$ cat src/sce_pkg.sv
// Shared types and constants for the stencil contrast enhancer.
`default_nettype none

package sce_pkg;

  localparam int SCE_MAX_WIDTH  = 2048;
  localparam int SCE_RST_WIDTH  = 640;
  localparam int SCE_RST_HEIGHT = 480;
  localparam int SCE_MAX_HEIGHT = 4096;

  localparam int MAP_AW = 14;
  localparam int ROW_W  = 12;
  localparam int COL_W  = 11;

  localparam int CFG_IDX_W  = 2;
  localparam int CFG_DATA_W = 13;

  localparam logic [CFG_IDX_W-1:0] CFG_LINE_WIDTH   = 2'd0;
  localparam logic [CFG_IDX_W-1:0] CFG_FRAME_HEIGHT = 2'd1;

  localparam logic KIND_PIXEL = 1'b0;
  localparam logic KIND_TABLE = 1'b1;

  localparam int OFIFO_DEPTH = 8;
  localparam int OFIFO_AW    = $clog2(OFIFO_DEPTH);
  localparam int OFIFO_CW    = $clog2(OFIFO_DEPTH + 1);

  typedef struct packed {
    logic             kind;
    logic [7:0]       pixel;
    logic [MAP_AW-1:0] table_addr;
    logic [7:0]       table_data;
  } sce_in_t;

  typedef struct packed {
    logic [7:0]       out_pixel;
    logic [ROW_W-1:0] out_row;
    logic [COL_W-1:0] out_col;
    logic             last_of_run;
  } sce_out_t;

  typedef struct packed {
    logic             vld;
    logic             flush;
    logic             first;
    logic             emit;
    logic             last;
    logic [ROW_W-1:0] row;
    logic [COL_W-1:0] col;
  } sce_step_t;

  typedef struct packed {
    logic              vld;
    logic [MAP_AW-1:0] addr;
    logic [ROW_W-1:0]  row;
    logic [COL_W-1:0]  col;
    logic              last;
  } sce_look_t;

endpackage

`default_nettype wire

$ cat src/sce_out_fifo.sv
// Output word queue decoupling the pipeline from result backpressure.
`default_nettype none

module sce_out_fifo (
  input  wire logic                        clk,
  input  wire logic                        rst_n,
  input  wire logic                        push,
  input  wire sce_pkg::sce_out_t           push_data,
  input  wire logic                        pop,
  output logic                             out_valid,
  output sce_pkg::sce_out_t                out_data,
  output logic      [sce_pkg::OFIFO_CW-1:0] count
);
  import sce_pkg::*;

  sce_out_t             fifo_mem [OFIFO_DEPTH];
  logic [OFIFO_AW-1:0]  wr_ptr_r, rd_ptr_r;
  logic [OFIFO_CW-1:0]  cnt_r, cnt_nxt;
  logic                 do_pop;

  assign out_valid = (cnt_r != '0);
  assign out_data  = fifo_mem[rd_ptr_r];
  assign count     = cnt_r;
  assign do_pop    = pop && out_valid;

  always_comb begin
    cnt_nxt = cnt_r;
    if (push && !do_pop) begin
      cnt_nxt = cnt_r + 1'b1;
    end else if (!push && do_pop) begin
      cnt_nxt = cnt_r - 1'b1;
    end
  end

  always_ff @(posedge clk) begin
    if (!rst_n) begin
      wr_ptr_r <= '0;
      rd_ptr_r <= '0;
      cnt_r    <= '0;
    end else begin
      cnt_r <= cnt_nxt;
      if (push) begin
        wr_ptr_r <= wr_ptr_r + 1'b1;
      end
      if (do_pop) begin
        rd_ptr_r <= rd_ptr_r + 1'b1;
      end
    end
  end

  always_ff @(posedge clk) begin
    if (push) begin
      fifo_mem[wr_ptr_r] <= push_data;
    end
  end

endmodule

`default_nettype wire

$ cat config.mk
export PLATFORM = sky130hd
export DESIGN_NAME = sce_out_fifo
export DESIGN_NICKNAME = d
export VERILOG_FILES = /design/src/sce_pkg.sv /design/src/sce_out_fifo.sv
export SDC_FILE = /design/constraint.sdc
export NUM_CORES = 1
export LEC_CHECK = 0
export BUFFER_PORTS_ARGS = -buffer_cell sky130_fd_sc_hd__buf_4
export CORE_ASPECT_RATIO = 1.2
export CORE_MARGIN = 2
export CORE_UTILIZATION = 45
export DETAILED_ROUTE_END_ITERATION = 10
export GPL_TIMING_DRIVEN = 0
export PLACE_DENSITY = 0.67
export REMOVE_ABC_BUFFERS = 1
export SLEW_MARGIN = 20
export SYNTH_ARGS = -nofsm -noshare
export SYNTH_HDL_FRONTEND = slang
export SYNTH_SLANG_ARGS = --single-unit
$ cat constraint.sdc
create_clock -name clk -period 3.5 [get_ports clk]
set_input_delay 0.7 -clock clk [delete_from_list [all_inputs] [get_ports clk]]
set_output_delay 0.7 -clock clk [all_outputs]
set_load 0.02 [all_outputs]
==> out/qor.yml <==
status:
  outcome: "finished clean"
timing:
  slew_headroom: 0.515
  fmax_mhz: 299
  setup_tns_ns: 0
  period_needed_ns: 3.34
  hold_viol_final: 0
  fin_skew_ns: 0.00604
  drv_slew: 0
  tightest_slew_ns: 0.725
  min_period_over_period: 0.955
  finalSetupViolCount: 0
  rsz0062_at_grt: "false"
logic_synthesis:
  ys_warn_count: 0
  async_flop_share: 0
  netlist_area_mm2: 0.0104
  ys_seq_area_frac: 0.764
  synth_cells: 439
  synth-edff-count: 256
  synth.avg_cell_area_um2: 23.7
  ys_ff_latch: 269
  ys.flop_type: "edfxtp_1"
  yosysUniqueCellTypes: 28
clocking:
  cts_sinks: 269
  cts_setup_buffers: 0
  cts_tree: "yes"
  hold_buffers: 0
  path_clk_slew_ns: 0.07
  clkLatencyLatePin_ns: 0.51
  htree_levels: 1
  cts-resized-gates: 0
  cts_root_buf: "clkbuf_16"
  cts_buffers: 25
  cts_buffer_depth: 3
power_and_ir_drop:
  max-vdd-ir-drop_mv: 0.422
  power_density_mw_per_mm2: 656
  power.leakage_uw: 0.00408
worst_setup_path:
  worst-setup-path-type: "flop to output pin"
  cp_cell_sequence: "buf_16 -> mux4_1 -> mux2_2 -> buf_4"
  crit_family: "multiplexers"
  regToRegSetupSlack_ns: 1.02
  end_kind: "output pin"
  r2r-end: "count[3]$_SDFFE_PN0P_"
  cp_max_fo: 37
  cpMaxStageDelayCell: "dfxtp_4"
  crit_buf_inv: 2
  r2r_cells: 9
  reg2reg_from: "count[1]$_SDFFE_PN0P_"
  slowest_delay_ns: 0.70
  start_kind: "flop"
  critPathArrivalTime_ns: 2.64
  required_ns: 2.80
finish:
  diodes: 0
  n_fill_cell: 1685
  area_growth_syn_to_layout_pct: 19.2
  drive_gt1_frac: 0.349
  final_net_count: 581
  final_cells: 866
min_path:
  hold_path_class: "input pin to flop"
  hold_start: "push_data[16]"
  hold_end: "fifo_mem[3][16]$_DFFE_PP_"
  hold_path_depth: 1
floorplanning:
  die_w_um: 143
  dieArea_mm2: 0.0244
  rows: 60
  pin_count: 73
  initial_core_util: 0.460
  coreArea_mm2: 0.0226
  die_y_um: 171
job:
  cap_viol_max_count: 0
grt:
  grt_max_degree: 45
  grt.total_usage: 0.164
  antenna_found_initial: 0
  grt.overflow.total: 0
  grt_pass1_wl_um: 29300
  first_global_vias: 4964
place:
  dp_cells: 822
  post-dp-hpwl_um: 12100
  gp_congestion: 0.707
  portBuffers: 72
routing:
  drt_iter0_drc: 291
  routed_wl_um: 19300
  drt-vias-per-instance: 5.35
  antenna_left: 0
  routed-via-count: 4632
  drc: 0
  dr.pass1.iters: 4
  wl_per_cell_um: 22.3
==> synthesized netlist by cell type, drive strengths merged (3+ instances only) <==
master  number  area, µm²
edfxtp     256       7690
mux4        64       1590
mux2        32        360
buf         15        116
dfxtp       13        260
and2         7       43.8
nand2        7       26.3
nor2         7       26.3
clkbuf       5       18.8
ha           5       62.6
xnor2        5       43.8
nand2b       4       25.0
mux2i        3       30.0
nand3        3       15.0
==> kinds of logic after synthesis <==
group	after synthesis	synth area share
mux	99	0.190
simple gates	33	0.0164
xor+xnor	6	0.00505
flops	269	0.764
buf+inv	21	0.0133
compound gates	5	0.00301
fa+ha+maj	6	0.00794
==> registers in the layout, summed over array words and instances (netlist names), named ones only <==
name / count
wr_ptr_r: 3
count: 4
rd_ptr_r: 3
fifo_mem: 256
==> per-stage QoR <==
stage	hold WS (ns)	utilization	worst slack [ns]	power, µW	instance area (µm²)
2_1_floorplan	0.467	-	-0.471	5060	10300
3_5_place_dp	0.482	0.515	0.675	5710	11600
3_3_place_gp	0.479	0.496	-2.71	5650	11200
5_1_grt	0.408	0.549	0.0183	8470	12400
4_1_cts	0.390	0.549	0.112	8240	12400
6_report	0.415	0.549	0.157	8140	12400
==> worst register-to-register path: stages (launching register included) <==
cell	delay (ns)
dfxtp_1	0.37
or4_4	0.59
nand2_1	0.16
ha_1	0.20
inv_1	0.10
ha_1	0.33
a21oi_1	0.19
a211oi_1	0.10
a31oi_1	0.18
mux2i_1	0.20
==> placed cells by master, fill, tap and decap left out, types with 2 or more instances in the layout <==
| cell type | n |
|---|---|
| and2_1 | 7 |
| buf_12 | 3 |
| buf_16 | 8 |
| buf_4 | 76 |
| buf_6 | 6 |
| bufinv_16 | 2 |
| clkbuf_1 | 3 |
| clkbuf_16 | 25 |
| clkinv_1 | 8 |
| clkinv_2 | 4 |
| dfxtp_1 | 10 |
| dfxtp_4 | 2 |
| edfxtp_1 | 256 |
| ha_1 | 5 |
| mux2_2 | 32 |
| mux2i_1 | 3 |
| mux4_1 | 40 |
| mux4_2 | 24 |
| nand2_1 | 7 |
| nand2b_1 | 4 |
| nand3_1 | 3 |
| nor2_4 | 6 |
| nor2b_1 | 2 |
| nor3_2 | 2 |
| xnor2_1 | 5 |
==> metal layers <==
metal,up-vias,GRT usage,part of all wire
met1,2437,0.212,0.40
li1,2079,-,-
met5,-,0,0
met2,92,0.291,0.54
met3,24,0.0263,0.041
met4,0,0.0430,0.018
==> power breakdown <==
group | leakage [µW] | switching (µW) | internal, µW
combinational | 0.00127 | 807 | 990
clock | 0.000372 | 1080 | 1450
sequential | 0.00243 | 162 | 3650
==> how the worst max path moves through the flow <==
stage,start,end,slack [ns],cells after the start
2_1_floorplan,flop,out_data[11],-0.47,2
3_3_place_gp,push,fifo_mem[4][23]$_DFFE_PP_,-2.71,3
3_5_place_dp,flop,out_data[25],0.67,4
4_1_cts,flop,out_data[25],0.11,4
5_1_grt,flop,out_data[25],0.02,4
6_report,flop,out_data[25],0.16,4
==> final cells by class <==
type	count	area, µm²	area share
clock inverters	16	126	0.0102
repair buffers	93	918	0.0740
flip-flops and latches	269	7960	0.641
well taps	310	388	0.0313
multi-input cells	149	2370	0.191
clock buffers	28	637	0.0513
inverters	1	3.75	0.000303
Note: power is estimated with default switching activity, not from simulation.
