$ cat src/sce_pkg.sv
// Shared types and constants for the stencil contrast enhancer.
`default_nettype none

package sce_pkg;

  localparam int SCE_MAX_WIDTH  = 2048;
  localparam int SCE_RST_WIDTH  = 640;
  localparam int SCE_RST_HEIGHT = 480;
  localparam int SCE_MAX_HEIGHT = 4096;

  localparam int MAP_AW = 14;
  localparam int ROW_W  = 12;
  localparam int COL_W  = 11;

  localparam int CFG_IDX_W  = 2;
  localparam int CFG_DATA_W = 13;

  localparam logic [CFG_IDX_W-1:0] CFG_LINE_WIDTH   = 2'd0;
  localparam logic [CFG_IDX_W-1:0] CFG_FRAME_HEIGHT = 2'd1;

  localparam logic KIND_PIXEL = 1'b0;
  localparam logic KIND_TABLE = 1'b1;

  localparam int OFIFO_DEPTH = 8;
  localparam int OFIFO_AW    = $clog2(OFIFO_DEPTH);
  localparam int OFIFO_CW    = $clog2(OFIFO_DEPTH + 1);

  typedef struct packed {
    logic             kind;
    logic [7:0]       pixel;
    logic [MAP_AW-1:0] table_addr;
    logic [7:0]       table_data;
  } sce_in_t;

  typedef struct packed {
    logic [7:0]       out_pixel;
    logic [ROW_W-1:0] out_row;
    logic [COL_W-1:0] out_col;
    logic             last_of_run;
  } sce_out_t;

  typedef struct packed {
    logic             vld;
    logic             flush;
    logic             first;
    logic             emit;
    logic             last;
    logic [ROW_W-1:0] row;
    logic [COL_W-1:0] col;
  } sce_step_t;

  typedef struct packed {
    logic              vld;
    logic [MAP_AW-1:0] addr;
    logic [ROW_W-1:0]  row;
    logic [COL_W-1:0]  col;
    logic              last;
  } sce_look_t;

endpackage

`default_nettype wire

$ cat src/sce_stencil.sv
// 3x3 window registers and map address computation.
`default_nettype none

module sce_stencil (
  input  wire logic               clk,
  input  wire logic               rst_n,
  input  wire sce_pkg::sce_step_t step,
  input  wire logic [7:0]         col_top,
  input  wire logic [7:0]         col_mid,
  input  wire logic [7:0]         col_bot,
  output sce_pkg::sce_look_t      look_r
);
  import sce_pkg::*;

  logic [7:0] l_top_r, l_mid_r, l_bot_r;
  logic [7:0] m_top_r, m_mid_r, m_bot_r;

  logic [9:0]        corners;
  logic [9:0]        edges;
  logic [11:0]       gsum;
  logic signed [10:0] dsum;
  logic signed [10:0] dq;
  logic signed [7:0]  dofs;
  logic [5:0]        diff;
  logic [MAP_AW-1:0] addr;

  always_comb begin
    corners = 10'(l_top_r) + 10'(l_bot_r) + 10'(col_top) + 10'(col_bot);
    edges   = 10'(l_mid_r) + 10'(col_mid) + 10'(m_top_r) + 10'(m_bot_r);
    gsum    = 12'(corners) + 12'({edges, 1'b0}) + {2'b00, m_mid_r, 2'b00};
    dsum    = $signed({1'b0, m_mid_r, 2'b00}) - $signed({1'b0, corners});
    dq      = dsum >>> 4;
    dofs    = $signed(dq[7:0]) + 8'sd32;
    if (dofs < 8'sd0) begin
      diff = 6'd0;
    end else if (dofs > 8'sd63) begin
      diff = 6'd63;
    end else begin
      diff = dofs[5:0];
    end
    addr = {gsum[11:4], diff};
  end

  // advance window; clear left column at line start
  always_ff @(posedge clk) begin
    if (!rst_n) begin
      l_top_r <= '0;
      l_mid_r <= '0;
      l_bot_r <= '0;
      m_top_r <= '0;
      m_mid_r <= '0;
      m_bot_r <= '0;
    end else if (step.vld && !step.flush) begin
      if (step.first) begin
        l_top_r <= '0;
        l_mid_r <= '0;
        l_bot_r <= '0;
      end else begin
        l_top_r <= m_top_r;
        l_mid_r <= m_mid_r;
        l_bot_r <= m_bot_r;
      end
      m_top_r <= col_top;
      m_mid_r <= col_mid;
      m_bot_r <= col_bot;
    end
  end

  always_ff @(posedge clk) begin
    if (!rst_n) begin
      look_r.vld <= 1'b0;
    end else begin
      look_r.vld <= step.vld && step.emit;
    end
    look_r.addr <= addr;
    look_r.row  <= step.row;
    look_r.col  <= step.col;
    look_r.last <= step.last;
  end

endmodule

`default_nettype wire

$ cat config.mk
export PLATFORM = sky130hd
export DESIGN_NAME = sce_stencil
export DESIGN_NICKNAME = d
export VERILOG_FILES = /design/src/sce_pkg.sv /design/src/sce_stencil.sv
export SDC_FILE = /design/constraint.sdc
export NUM_CORES = 1
export LEC_CHECK = 0
export ABC_AREA = 1
export BUFFER_PORTS_ARGS = -buffer_cell sky130_fd_sc_hd__buf_2
export CAP_MARGIN = 20
export CORE_ASPECT_RATIO = 0.7
export CORE_UTILIZATION = 57
export CTS_BUF_LIST = sky130_fd_sc_hd__clkbuf_4 sky130_fd_sc_hd__clkbuf_8 sky130_fd_sc_hd__clkbuf_16
export CTS_CLUSTER_SIZE = 30
export DETAILED_ROUTE_END_ITERATION = 8
export GPL_TIMING_DRIVEN = 0
export HOLD_SLACK_MARGIN = 0.02
export PLACE_DENSITY = 0.8
export SLEW_MARGIN = 20
export SYNTH_ARGS = -nofsm -noshare
export SYNTH_HDL_FRONTEND = slang
export SYNTH_SLANG_ARGS = --single-unit
$ cat constraint.sdc
create_clock -name clk -period 6.8 [get_ports clk]
set_clock_uncertainty 0.15 [all_clocks]
set_input_delay 1.7 -clock clk [delete_from_list [all_inputs] [get_ports clk]]
set_output_delay 1.7 -clock clk [all_outputs]
set_load 0.01 [all_outputs]
==> qor.yml <==
rows: 28
clk_pin_slew_ns: 0.06
drtIter0Drc: 258
vias: 4326
finalPower_mw: 2.309
synthCells: 607
io_pins: 93
rr_endpoint: "look_r[36]"
worstSetupStartpointType: "input port"
finalSetupViolCount: 0
wl_per_cell_um: 14.85
tightest_slew_ns: 0.7586
end_kind: "flop"
pwr-share-seq: 0.265
rr_startpoint: "l_top_r[1]"
globalplace.congestion: 0.9149
pwr-share-clk: 0.203
irDropWorstVdd_uv: 223.4
relSlewSlack: 0.4943
cts_made_buffers: 9
start_util: 0.6050
post_cts.resized_instances: 0
fp.dieH_um: 82.35
postCtsSetupRepairBufs: 0
layout.nets: 846
hold-path-cell-count: 2
cts_sinks: 87
clock_latency_ns: 0.35
syn_avg_cell_area_um2: 8.659
power_density_mw_per_mm2: 375.7
postLayoutCoreUtil: 0.7075
grt_pass1_vias: 4384
worst_ep_arrival_time_ns: 5.91
hp-class: "reg -> reg"
rrSetupSlack_ns: 2.14
swShare: 0.4268
htreeDepth: 3
grt_max_degree: 14
synthToLayoutAreaGrowth_pct: 16.95
synth_nets: 743
setup_tns_ns: 0
final-hold-violation-count: 0
r2r_cells: 22
post-route-min-period_ns: 5.822
drive_gt1_frac: 0.2182
tritoncts: "yes"
fillers: 692
critPathKind: "in -> reg"
cts_hold_buf: 0
drc: 0
min_period_over_period: 0.8561
cts_root_buffer: "clkbuf_16"
rsz0062_at_grt: "no"
grt_pass1_wl_mm: 20.16
syn-cell-area_mm2: 0.005256
p_comb_frac: 0.532
placed_area_mm2: 0.005867
dp.cells: 819
grt_usage: 0.2810
min_from: "l_bot_r[0]"
antenna_found_initial: 0
die_width_um: 116.8
slew_viol_final: 0
dp_hpwl_mm: 9.675
coreArea_mm2: 0.008688
dr.pass1.iters: 4
port_buffers: 92
wl_mm: 12.40
final_cell_area_mm2: 0.006147
yosys_warnings: 0
hold-path-endpoint: "l_bot_r[0]"
die_area_mm2: 0.009616
grt-ovfl-total: 0
power_leakage_nw: 3.197
fmaxAchievable_mhz: 171.8
p_int_mw: 1.324
critPathRequiredTime_ns: 6.89
seq_area_frac_synth: 0.3313
synth-seq-cells: 87
vias_per_cell: 5.181
run_status: "finished clean"
p_sw_mw: 0.9857
final_cells: 835
maxCapViolCount: 0
synthDistinctLibCells: 36
crit_fanout: 5
max-clock-path-buffers: 2
ant_nets: 0
critPathLaunch: "col_top[1]"
antenna_cells: 0
[final cells by class]
cell class | count | area [um2] | area share
multi-input cells | 359 | 2892 | 0.4704
flip-flops and latches | 87 | 1742 | 0.2833
inverters | 145 | 544.3 | 0.08854
repair buffers | 92 | 460.4 | 0.07490
clock buffers | 12 | 260.3 | 0.04234
well taps | 120 | 150.1 | 0.02442
plain buffers | 16 | 78.83 | 0.01282
clock inverters | 4 | 20.02 | 0.003257
[per-stage QoR]
stage | worst slack, ns | hold slack [ns]
floorplan | 1.145 | 0.2988
global placement | 0.7563 | 0.3111
detailed placement | 0.6752 | 0.3186
CTS | 0.9773 | 0.3257
global route | 0.7002 | 0.3553
finish | 0.9784 | 0.3227
[layer usage]
layer / wire [um] / global-route usage
met5: 0 / 0
met4: 177 / 0.08987
met3: 946 / 0.07299
met2: 6003 / 0.4805
met1: 5268 / 0.3504
[logic make-up after synthesis]
| kind of cell | Yosys count | share of synthesized area |
|---|---|---|
| xor+xnor | 17 | 0.02833 |
| fa+ha+maj | 82 | 0.2523 |
| compound gates | 126 | 0.1457 |
| buf+inv | 161 | 0.1185 |
| flops | 87 | 0.3313 |
| simple gates | 134 | 0.1238 |
[Yosys cell counts, drive strengths merged]
cell type,number,area (um2)
buf,8,48.80
o21bai,6,48.80
a21oi,70,361.6
clkbuf,8,30.03
a21o,1,7.510
a211oi,18,185.2
nand3,28,175.2
o21a,1,7.510
xnor2,4,35.03
dfxtp,87,1742
nand4,3,18.77
o211ai,2,15.01
fa,40,800.8
nand2,83,344.1
inv,144,540.5
clkinv,1,3.750
xor2,13,113.9
or2,1,6.260
ha,42,525.5
nor3,2,15.01
o21ai,28,140.1
nor2,17,91.33
[worst max path at each step]
stage          slack (ns)          to
2_1_floorplan        1.15  look_r[36]
3_3_place_gp         0.76  look_r[36]
3_5_place_dp         0.68  look_r[36]
4_1_cts              0.98  look_r[36]
5_1_grt              0.70  look_r[36]
6_report             0.98  look_r[36]
[critical path, cell delays in order]
cell and delay (ns):
buf_2 0.07, inv_1 0.06, fa_1 0.54, inv_1 0.05, fa_1 0.46, ha_1 0.25
fa_1 0.41, nand3_1 0.12, nand3_2 0.10, nand2_1 0.08, nand2_1 0.06, a21oi_1 0.15
or2_1 0.12, nand2_1 0.06, inv_1 0.10, fa_1 0.44, ha_1 0.39, a21oi_1 0.23
o21bai_1 0.10, a21oi_1 0.20, nand2_1 0.09, nand2_1 0.06, nand2_1 0.05
[power by group through the flow]
stage / clock network [mW] / logic, mW / registers, mW
final: 0.470 / 1.23 / 0.611
after global routing: 0.495 / 1.38 / 0.618
after CTS: 0.475 / 1.22 / 0.611
after detailed placement: 0 / 1.20 / 0.622
after global placement: 0 / 1.14 / 0.620
after floorplan: 0 / 0.887 / 0.648
[flip-flops by register name, indices dropped and copies added (netlist names)]
| signal | flops |
|---|---|
| l_mid_r | 8 |
| m_bot_r | 8 |
| l_bot_r | 8 |
| l_top_r | 8 |
| look_r | 39 |
| m_mid_r | 8 |
| m_top_r | 8 |
[cells in the final DEF (no fill, tap or decap), drive strengths merged, types with 6 or more instances in the layout]
| master | n |
|---|---|
| dfxtp | 87 |
| o21ai | 28 |
| inv | 144 |
| buf | 100 |
| nor2 | 17 |
| a211oi | 18 |
| a21oi | 70 |
| fa | 40 |
| nand3 | 28 |
| o21bai | 6 |
| xor2 | 13 |
| ha | 42 |
| nand2 | 83 |
| clkbuf | 20 |
No activity file was read; power rests on OpenSTA's default activity.
